<file path="src/sct_pkg.sv">
`default_nettype none

package sct_pkg;

  // default counter width for line and column positions
  localparam int unsigned PosBitsDefault = 16;

  // lexeme storage depth; the reported length saturates below it
  localparam int unsigned LexemeBuffer = 64;
  localparam int unsigned LenCap = ((LexemeBuffer - 1) < 63) ? (LexemeBuffer - 1) : 63;

  // token kinds
  localparam logic [2:0] TOK_IDENT   = 3'd0;
  localparam logic [2:0] TOK_KEYWORD = 3'd1;
  localparam logic [2:0] TOK_NUMBER  = 3'd2;
  localparam logic [2:0] TOK_OP      = 3'd3;
  localparam logic [2:0] TOK_LPAREN  = 3'd4;
  localparam logic [2:0] TOK_RPAREN  = 3'd5;
  localparam logic [2:0] TOK_EOF     = 3'd6;
  localparam logic [2:0] TOK_ERROR   = 3'd7;

  // run kinds
  localparam logic [1:0] RUN_NONE = 2'd0;
  localparam logic [1:0] RUN_WORD = 2'd1;
  localparam logic [1:0] RUN_NUM  = 2'd2;

  // keyword match progress
  localparam logic [3:0] KW_START = 4'd0;
  localparam logic [3:0] KW_I     = 4'd1;
  localparam logic [3:0] KW_IF    = 4'd2;
  localparam logic [3:0] KW_W     = 4'd3;
  localparam logic [3:0] KW_WH    = 4'd4;
  localparam logic [3:0] KW_WHI   = 4'd5;
  localparam logic [3:0] KW_WHIL  = 4'd6;
  localparam logic [3:0] KW_WHILE = 4'd7;
  localparam logic [3:0] KW_DEAD  = 4'd15;

  typedef struct packed {
    logic [7:0] character;
    logic       end_of_input;
  } src_word_t;

  typedef struct packed {
    logic [2:0]  token_kind;
    logic [15:0] line_number;
    logic [15:0] column_number;
    logic [5:0]  token_length;
    logic [7:0]  token_char;
    logic        last;
  } tok_t;

  // up to two tokens handed from the scanner to the output queue
  typedef struct packed {
    logic [1:0] count;
    tok_t       first;
    tok_t       second;
  } push_t;

  function automatic logic is_digit(input logic [7:0] c);
    return (c >= "0") && (c <= "9");
  endfunction

  function automatic logic is_alpha(input logic [7:0] c);
    return ((c >= "a") && (c <= "z")) || ((c >= "A") && (c <= "Z"));
  endfunction

  function automatic logic is_space(input logic [7:0] c);
    return (c == " ") || ((c >= 8'd9) && (c <= 8'd13));
  endfunction

  function automatic logic [3:0] kw_advance(input logic [3:0] p, input logic [7:0] c);
    logic [3:0] r;
    r = KW_DEAD;
    unique case (p)
      KW_START: begin
        if (c == "i") r = KW_I;
        else if (c == "w") r = KW_W;
      end
      KW_I:     if (c == "f") r = KW_IF;
      KW_W:     if (c == "h") r = KW_WH;
      KW_WH:    if (c == "i") r = KW_WHI;
      KW_WHI:   if (c == "l") r = KW_WHIL;
      KW_WHIL:  if (c == "e") r = KW_WHILE;
      default:  r = KW_DEAD;
    endcase
    return r;
  endfunction

endpackage

`default_nettype wire

</file>
<file path="src/source_char_tokenizer.sv">
`default_nettype none

// channel  | direction | handshake              | payload
// ---------+-----------+------------------------+---------------------------------
// src      | in        | src_valid / src_ready  | src_data  : character, end_of_input
// tok      | out       | tok_valid / tok_ready  | tok_data  : one token per transfer
//
// one source word per cycle while src_ready is high; scanner state updates in the
// accept cycle and the resulting tokens (zero, one or two) land in a four-entry
// token queue; src_ready is high while the queue can take a full pair (fill of
// two or less); a word that adds two tokens always follows one that adds at most
// one, so the fill never passes two and a ready consumer never stalls the source
// tokens are registered into the queue when their word is accepted and are offered on tok from there
// synchronous reset puts line and column at 1, no run pending, queue empty

module source_char_tokenizer
  import sct_pkg::*;
#(
  parameter int unsigned POSITION_BITS = PosBitsDefault
) (
  input  wire logic      clk,
  input  wire logic      rst,
  input  wire logic      src_valid,
  output logic           src_ready,
  input  wire src_word_t src_data,
  output logic           tok_valid,
  input  wire logic      tok_ready,
  output tok_t           tok_data
);

  push_t push;
  logic  accept;

  // accepted word, decoded straight into the scanner
  assign accept = src_valid && src_ready;

  // run tracking, keyword match and position counters
  sct_scan #(
    .POSITION_BITS(POSITION_BITS)
  ) u_scan (
    .clk    (clk),
    .rst    (rst),
    .accept (accept),
    .data   (src_data),
    .push   (push)
  );

  // token queue decouples the pair-per-word burst from the consumer
  sct_queue u_queue (
    .clk       (clk),
    .rst       (rst),
    .push      (push),
    .room      (src_ready),
    .tok_valid (tok_valid),
    .tok_ready (tok_ready),
    .tok_data  (tok_data)
  );

endmodule

`default_nettype wire

</file>
<file path="src/sct_scan.sv">
`default_nettype none

module sct_scan
  import sct_pkg::*;
#(
  parameter int unsigned POSITION_BITS = PosBitsDefault
) (
  input  wire logic      clk,
  input  wire logic      rst,
  input  wire logic      accept,
  input  wire src_word_t data,
  output push_t          push
);

  localparam logic [POSITION_BITS-1:0] PosMax = '1;
  localparam logic [POSITION_BITS-1:0] PosOne = POSITION_BITS'(1);

  logic [1:0]               run_kind, run_kind_next;
  logic [POSITION_BITS-1:0] line_count, line_count_next;
  logic [POSITION_BITS-1:0] column_count, column_count_next;
  logic [POSITION_BITS-1:0] run_start_column, run_start_column_next;
  logic [5:0]               run_length, run_length_next;
  logic [3:0]               keyword_progress, keyword_progress_next;

  logic flush_v, tail_v;
  tok_t flush_tok, tail_tok;
  logic [7:0] c;
  logic word_ch;
  logic [POSITION_BITS-1:0] col_inc, line_inc;

  assign c       = data.character;
  assign word_ch = is_alpha(c) || (c == "_");
  assign col_inc  = (column_count == PosMax) ? column_count : column_count + PosOne;
  assign line_inc = (line_count == PosMax) ? line_count : line_count + PosOne;

  always_comb begin
    run_kind_next         = run_kind;
    line_count_next       = line_count;
    column_count_next     = column_count;
    run_start_column_next = run_start_column;
    run_length_next       = run_length;
    keyword_progress_next = keyword_progress;

    // pending run token, if the current character closes it
    flush_v                 = 1'b0;
    flush_tok.token_kind    = TOK_IDENT;
    if (run_kind == RUN_NUM) begin
      flush_tok.token_kind = TOK_NUMBER;
    end else if ((keyword_progress == KW_IF) || (keyword_progress == KW_WHILE)) begin
      flush_tok.token_kind = TOK_KEYWORD;
    end
    flush_tok.line_number   = 16'(line_count);
    flush_tok.column_number = 16'(run_start_column);
    flush_tok.token_length  = run_length;
    flush_tok.token_char    = 8'd0;
    flush_tok.last          = 1'b0;

    tail_v                 = 1'b0;
    tail_tok.token_kind    = TOK_ERROR;
    tail_tok.line_number   = 16'(line_count);
    tail_tok.column_number = 16'(column_count);
    tail_tok.token_length  = 6'd1;
    tail_tok.token_char    = c;
    tail_tok.last          = 1'b0;

    if (accept) begin
      if (data.end_of_input) begin
        flush_v                = (run_kind != RUN_NONE);
        tail_v                 = 1'b1;
        tail_tok.token_kind    = TOK_EOF;
        tail_tok.token_length  = 6'd0;
        tail_tok.token_char    = 8'd0;
        tail_tok.last          = 1'b1;
        run_kind_next          = RUN_NONE;
        line_count_next        = PosOne;
        column_count_next      = PosOne;
        run_start_column_next  = PosOne;
        run_length_next        = 6'd0;
        keyword_progress_next  = KW_START;
      end else if (((run_kind == RUN_WORD) && (word_ch || is_digit(c))) ||
                   ((run_kind == RUN_NUM) && is_digit(c))) begin
        if (run_length < 6'(LenCap)) run_length_next = run_length + 6'd1;
        keyword_progress_next = kw_advance(keyword_progress, c);
        column_count_next     = col_inc;
      end else begin
        flush_v = (run_kind != RUN_NONE);
        run_kind_next         = RUN_NONE;
        run_length_next       = 6'd0;
        keyword_progress_next = KW_START;
        if (c == 8'h0a) begin
          line_count_next   = line_inc;
          column_count_next = PosOne;
        end else if (is_space(c)) begin
          column_count_next = col_inc;
        end else if (word_ch || is_digit(c)) begin
          run_kind_next         = word_ch ? RUN_WORD : RUN_NUM;
          run_start_column_next = column_count;
          run_length_next       = 6'd1;
          keyword_progress_next = word_ch ? kw_advance(KW_START, c) : KW_DEAD;
          column_count_next     = col_inc;
        end else begin
          tail_v = 1'b1;
          if ((c == "+") || (c == "-") || (c == "*") || (c == "/") || (c == "=")) begin
            tail_tok.token_kind = TOK_OP;
          end else if (c == "(") begin
            tail_tok.token_kind = TOK_LPAREN;
          end else if (c == ")") begin
            tail_tok.token_kind = TOK_RPAREN;
          end
          column_count_next = col_inc;
        end
      end
    end

    push.count  = {1'b0, flush_v} + {1'b0, tail_v};
    push.first  = flush_v ? flush_tok : tail_tok;
    push.second = tail_tok;
  end

  always_ff @(posedge clk) begin
    if (rst) begin
      run_kind         <= RUN_NONE;
      line_count       <= PosOne;
      column_count     <= PosOne;
      run_start_column <= PosOne;
      run_length       <= 6'd0;
      keyword_progress <= KW_START;
    end else begin
      run_kind         <= run_kind_next;
      line_count       <= line_count_next;
      column_count     <= column_count_next;
      run_start_column <= run_start_column_next;
      run_length       <= run_length_next;
      keyword_progress <= keyword_progress_next;
    end
  end

  a_eof_restart: assert property (@(posedge clk) disable iff (rst)
    (accept && data.end_of_input) |=>
      (run_kind == RUN_NONE) && (line_count == PosOne) && (column_count == PosOne))
    else $error("position not restarted after end of input");

  a_idle_len: assert property (@(posedge clk) disable iff (rst)
    (run_kind == RUN_NONE) |-> (run_length == 6'd0))
    else $error("run length held with no run pending");

  a_num_no_kw: assert property (@(posedge clk) disable iff (rst)
    (run_kind == RUN_NUM) |-> (keyword_progress == KW_DEAD))
    else $error("number run tracking a keyword");

endmodule

`default_nettype wire

</file>
<file path="src/sct_queue.sv">
`default_nettype none

module sct_queue
  import sct_pkg::*;
(
  input  wire logic  clk,
  input  wire logic  rst,
  input  wire push_t push,
  output logic       room,
  output logic       tok_valid,
  input  wire logic  tok_ready,
  output tok_t       tok_data
);

  localparam int unsigned Depth = 4;
  localparam int unsigned PtrW  = $clog2(Depth);
  localparam int unsigned CntW  = $clog2(Depth + 1);

  tok_t            mem [Depth];
  logic [PtrW-1:0] wr_ptr, rd_ptr;
  logic [CntW-1:0] count, count_next;
  logic            pop;

  assign pop       = tok_valid && tok_ready;
  assign tok_valid = (count != '0);
  assign tok_data  = mem[rd_ptr];
  // room for a full pair, whatever the consumer does this cycle
  assign room      = (count <= CntW'(Depth - 2));

  assign count_next = count + CntW'(push.count) - CntW'(pop);

  always_ff @(posedge clk) begin
    if (push.count != 2'd0) mem[wr_ptr] <= push.first;
    if (push.count == 2'd2) mem[wr_ptr + PtrW'(1)] <= push.second;
  end

  always_ff @(posedge clk) begin
    if (rst) begin
      wr_ptr <= '0;
      rd_ptr <= '0;
      count  <= '0;
    end else begin
      wr_ptr <= wr_ptr + PtrW'(push.count);
      rd_ptr <= rd_ptr + PtrW'(pop);
      count  <= count_next;
    end
  end

  a_no_overflow: assert property (@(posedge clk) disable iff (rst)
    (push.count != 2'd0) |-> (count + CntW'(push.count) <= CntW'(Depth)))
    else $error("token queue overflow");

  a_empty_no_pop: assert property (@(posedge clk) disable iff (rst)
    (count == '0) |-> !tok_valid)
    else $error("token offered from empty queue");

  a_count_track: assert property (@(posedge clk) disable iff (rst)
    (push.count == 2'd0 && !pop) |=> $stable(count))
    else $error("queue fill changed with no push or pop");

endmodule

`default_nettype wire
</file>
<file path="config.mk">
export PLATFORM = sky130hd
export DESIGN_NAME = source_char_tokenizer
export DESIGN_NICKNAME = d
export VERILOG_FILES = /design/src/sct_pkg.sv /design/src/source_char_tokenizer.sv /design/src/sct_scan.sv /design/src/sct_queue.sv
export SDC_FILE = /design/constraint.sdc
export NUM_CORES = 1
export LEC_CHECK = 0
export ABC_AREA = 1
export BUFFER_PORTS_ARGS = -buffer_cell sky130_fd_sc_hd__buf_2
export CORE_ASPECT_RATIO = 1.4
export CORE_MARGIN = 10
export CORE_UTILIZATION = 40
export CTS_BUF_LIST = sky130_fd_sc_hd__clkbuf_4 sky130_fd_sc_hd__clkbuf_8
export CTS_CLUSTER_DIAMETER = 100
export DETAILED_ROUTE_END_ITERATION = 10
export RECOVER_POWER = 50
export REMOVE_ABC_BUFFERS = 1
export SYNTH_ARGS = -nofsm -noshare
export SYNTH_HDL_FRONTEND = slang
export SYNTH_SLANG_ARGS = --single-unit
</file>
<file path="constraint.sdc">
create_clock -name clk -period 7.2 [get_ports clk]
set_input_delay 1.44 -clock clk [delete_from_list [all_inputs] [get_ports clk]]
set_output_delay 1.44 -clock clk [all_outputs]
set_load 0.1 [all_outputs]
</file>
### Yosys cells after proc, flatten, opt, wreduce, memory -nomap -nowiden

Memories as Yosys holds them, arrays and structs flattened. A register that Yosys moved wholly into a read port is not among the register bits.
Cells that the tools add are included.

| word-level totals | value |
|---|---|
| bits of input ports | 13 |
| RAM bits | 200 |
| memories kept | 1 |
| memory bits (read-only) | 0 |
| word-level logic and storage cells | 157 |
| bits in latches | 0 |
| register bits | 67 |
| output and inout port bits | 52 |

Memory list:

| name | words | width | rd ports | clocked after memory_dff | wr ports | line | RTL |
|---|---|---|---|---|---|---|---|
| u_queue.mem | 4 | 50 | 1 | 1 | 2 | sct_queue.sv:19 | `tok_t mem [Depth];` |

| operators by class | value |
|---|---|
| mux-type cells | 67 |
| eq/ne operators | 33 |
| shift operators | 0 |
| multipliers | 0 |
| magnitude comparators | 10 |
| bitwise logic cells | 0 |
| add/subtract/negate cells | 9 |
| div/mod/pow operators | 0 |
| reductions and logical operators | 28 |

Operators by type and width:

| operator | number |
|---|---|
| 16-bit 2-to-1 mux | 13 |
| 8-bit by 6-bit equality test with 1-bit output, second input constant | 8 |
| 8-bit by 7-bit equality test with 1-bit output, second input constant | 7 |
| 4-bit 2-to-1 mux | 13 |
| 50-bit 2-to-1 mux | 1 |
| 16-bit by 1-bit adder with 16-bit output, second input constant | 2 |
| 16-bit equality test, second input constant | 2 |
| 6-bit 2-to-1 mux | 5 |
| 3-bit 2-to-1 mux | 9 |
| 4-bit case mux with 6 select lines | 1 |
| 4-bit by 3-bit equality test with 1-bit output, second input constant | 4 |
| 8-bit by 7-bit >= comparator with 1-bit output, second input constant | 2 |
| 8-bit by 7-bit <= comparator with 1-bit output, second input constant | 2 |
| 2-bit 2-to-1 mux | 8 |
| 1-bit 2-to-1 mux | 15 |
| 15-bit 2-to-1 mux | 1 |
| 1-bit logical OR | 10 |
| 10-bit 2-to-1 mux | 1 |
| 4-bit by 2-bit equality test with 1-bit output, second input constant | 2 |
| 8-bit by 4-bit equality test with 1-bit output, second input constant | 1 |
| 8-bit by 4-bit >= comparator with 1-bit output, second input constant | 1 |
| 8-bit by 6-bit >= comparator with 1-bit output, second input constant | 1 |
| 8-bit by 4-bit <= comparator with 1-bit output, second input constant | 1 |
| 8-bit by 6-bit <= comparator with 1-bit output, second input constant | 1 |
| other kinds (21) | 36 |

### Depth between registers and ports, before layout

| depth | value |
|---|---|
| depth in word-level cells | 15 |
| gate-level depth with buffers | 21 |
| gate-level depth less buffers | 19 |

### Cells and area by module

Synthesis repeated with hierarchy kept, for this count alone.

| second synthesis, totals | value |
|---|---|
| cell total of the unflattened synthesis | 1,803 |
| area total of the unflattened synthesis | 14,961.8 sq um |

Modules (own cells, without submodules):

| module | sequential area each (sq um) | area each (sq um) | cells an instance | times used |
|---|---|---|---|---|
| sct_queue | 6,145.9 | 10,441.3 | 1,043 | 1 |
| sct_scan | 1,201.2 | 4,513.1 | 758 | 1 |
| source_char_tokenizer | 0.0 | 7.5 | 2 | 1 |

### Worst setup path after synthesis

No wires, ideal clock.

| path | value |
|---|---|
| path type | register to register |
| start | reg u_queue.count[1] |
| end | mem u_queue.mem[3][31] (netlist name) (data pin) |
| setup time | 141 ps |
| data arrival time | 5,117 ps |
| path slack | 1,941 ps |
| path buffers | 2 |
| cell stages (with the launch flop) | 13 |
| clock period less this slack | 5,259 ps |
| required time | 7,059 ps |
| cells stage by stage | dfxtp_1 -> a21oi_1 -> nand2_1 -> inv_2 -> buf_1 -> o21ai_0 -> ha_1 -> nor3_1 -> inv_1 -> nand2_1 -> inv_1 -> clkbuf_1 -> nor2_1 |

RTL lines:

| item | line | RTL |
|---|---|---|
| start, declared | sct_queue.sv:21 | `logic [CntW-1:0] count, count_next;` |
| start signal, assigned | sct_queue.sv:45 | `count <= count_next;` |
| end, declared | sct_queue.sv:19 |  |

==> results.ini <==
[status]
status=finished, violations left
violations=capacitance limit, slew limit

[pwr]
power_leakage_uw=0.00566
cellPowerDensity_nw_per_um2=396
power_uw=5980
peakVddDrop_mv=0.269

[timing]
maxSlewViolCount=78
fin_crit_ps=5590
setup_tns_ps=0
max_freq_mhz=179
hold_viol_final=0
relSlewSlack=-0.551
finClkSkew_ps=40.3
setup_viol=0
rsz0062_at_grt=no
finalCritPeriodShare=0.777
tightest_slew_ps=2330

[yosys]
synth_edf_count=180
synth-seq-area-share=0.524
async_flop_share=0
ys_ff_latch=267
syn-cell-area_um2=13600
postSynthAreaPerCell_um2=8.06
ys.flop_type=edfxtp_1
synthCells=1691
yosys_warnings=0
synth.distinct_cells=41

[layout]
final_common_cell=nand2_1
fillCellCount=3425
syn_to_final_growth_pct=10.6
layout-drive-gt1-share=0.0970
fin_nets=1742
final_cells=2198
layout_common_cells=nand2_1, nor2_1, edfxtp_1, nand3_1, o21ai_0

[place]
place_inst=2119
port-buffer-count=64
gp_congestion=0.904
hpwl_um=24800

[die]
boundaryPins=65
die_w_um=176
coreArea_um2=33400
die_h_um=238
start_util=0.408
row_count=79
dieArea_um2=42000

[routing]
initialDrtViolationCount=832
via_per_inst=5.33
drtAntennaViolNets=0
wl_um=39500
drc=0
dr.pass1.iters=6
routedWlPerCell_um=18.0
vias=11700

[critical_path]
critical_path.max_stage_delay_ps=1010
critical_path_class=in2reg
reg2reg_depth=8
critPathArrivalTime_ps=6000
critPathTopFamily=buffers and inverters
crit_path_top_delay_cell=clkbuf_1
endpoint=u_queue.mem[1][4]
cp_max_fo=25
cp_cell_sequence=clkbuf_1, inv_1, nand3_1, nand3_1, ha_1, nor3_2, buf_4, inv_1, nand2_1, o21ai_0, nor2_1
r2r_slack_ps=2230
cp_num_cells=11
critPathRequiredTime_ps=7610
startpoint=src_data[0]
end_kind=flip-flop
critical_path_buf_inv_count=4
reg2reg_from=u_queue.count[1]
r2r_end=u_scan.run_start_column[1]
start_kind=primary input

[clock_tree]
cts_resized=0
cts_hold_buf=0
numCtsBuffers=42
clk_latency_ps=590
htreeDepth=2
cts_setup_buffers=0
cts_tree=built
cts.sinks=267
path_clk_slew_ps=70
clock_path_buffers=3
cts_root_buffer=clkbuf_8

[global_route]
grt_pass1_vias=11500
gr-total-overflow=0
grt_util_all_layers=0.186
grt_max_degree=102
grt_pass1_wl_um=62900
antenna_found_initial=1

[run]
drv_cap=2

[worst_hold_path]
hold_path_class=reg2reg

[flip-flops by register name (all words and copies together), names as in the netlist]
signal                   cells
u_scan.run_start_column     16
u_queue.rd_ptr               2
u_scan.run_kind              2
u_scan.line_count           16
u_queue.count                3
u_queue.wr_ptr               2
u_scan.column_count         16
u_scan.run_length            6
u_queue.mem                200
u_scan.keyword_progress      4
[worst min-delay path by stage]
stage,start,end,slack [ps],depth (start not counted)
floorplan,u_queue.mem[1][10],u_queue.mem[1][10],420,2
global placement,u_queue.mem[1][13],u_queue.mem[1][13],430,2
detailed placement,u_queue.mem[2][12],u_queue.mem[2][12],440,2
CTS,u_queue.mem[2][12],u_queue.mem[2][12],450,2
global route,u_queue.mem[2][14],u_queue.mem[2][14],460,2
finish,u_queue.mem[2][12],u_queue.mem[2][12],450,2
[stage by stage]
step / cell area (µm²) / hold slack (ps) / setup WS, ps / utilization
global placement: 14300 / 434 / 2340 / 0.427
CTS: 15200 / 452 / 2620 / 0.455
detailed placement: 14300 / 436 / 2230 / 0.427
floorplan: 13200 / 421 / -1010 / -
global route: 15100 / 463 / 1270 / 0.451
finish: 15100 / 452 / 1610 / 0.451
[power by group]
part           internal (µW)  switching (µW)  total (µW)
Combinational            357            2220        2570
Sequential              1870            65.9        1930
Clock                    844             625        1470
[Yosys cell counts, types with 3 or more instances]
cell type | instances | area (µm²)
o21ai_1 | 3 | 15.0
buf_1 | 4 | 15.0
clkbuf_1 | 71 | 267
o22ai_1 | 51 | 319
nor2_1 | 298 | 1120
buf_2 | 22 | 110
dfxtp_1 | 87 | 1740
o21ai_0 | 117 | 586
nand4_2 | 11 | 138
xnor2_1 | 3 | 26.3
nor3_1 | 19 | 95.1
ha_1 | 10 | 125
or2_2 | 3 | 18.8
buf_6 | 4 | 45.0
xor2_1 | 13 | 114
nand2_1 | 413 | 1550
nand2_2 | 10 | 62.6
o21ai_2 | 5 | 43.8
o211ai_1 | 5 | 37.5
a21oi_1 | 59 | 295
inv_1 | 117 | 439
nand3_1 | 131 | 656
edfxtp_1 | 180 | 5410
nand4_1 | 32 | 200
[cells by family after synthesis]
kind of cell    count (synthesis)  share of synthesized area
simple gates                  925                      0.287
compound gates                249                      0.101
flops                         267                      0.524
xor+xnor                       16                     0.0103
buf+inv                       223                     0.0667
fa+ha+maj                      11                     0.0106
[worst reg2reg max path, cell delays in order, from the launching register on]
cell and delay [ps]:
dfxtp_1 330, a21oi_1 210, nand2_1 540, inv_1 410, clkbuf_1 1700, nand3_2 850
nor2_4 640, nand2_1 90, a21oi_1 140
[cell type report]
type / count / area [µm²] / area share
multi-input cells: 1201 / 5520 / 0.366
diodes: 1 / 2.50 / 0.000166
repair buffers: 86 / 454 / 0.0301
flip-flops and latches: 267 / 7150 / 0.474
inverters: 120 / 450 / 0.0299
well taps: 445 / 557 / 0.0369
clock inverters: 12 / 164 / 0.0109
clock buffers: 66 / 790 / 0.0524
[layer usage]
layer  global-route usage  vias to the layer above  share of wire
li1                     -                     5709              -
met1                0.205                     5571           0.39
met2                0.346                      348           0.53
met3               0.0288                       90          0.049
met4               0.0734                        0          0.031
met5                    0                        -              0
Note: power is estimated with default switching activity, not from simulation.
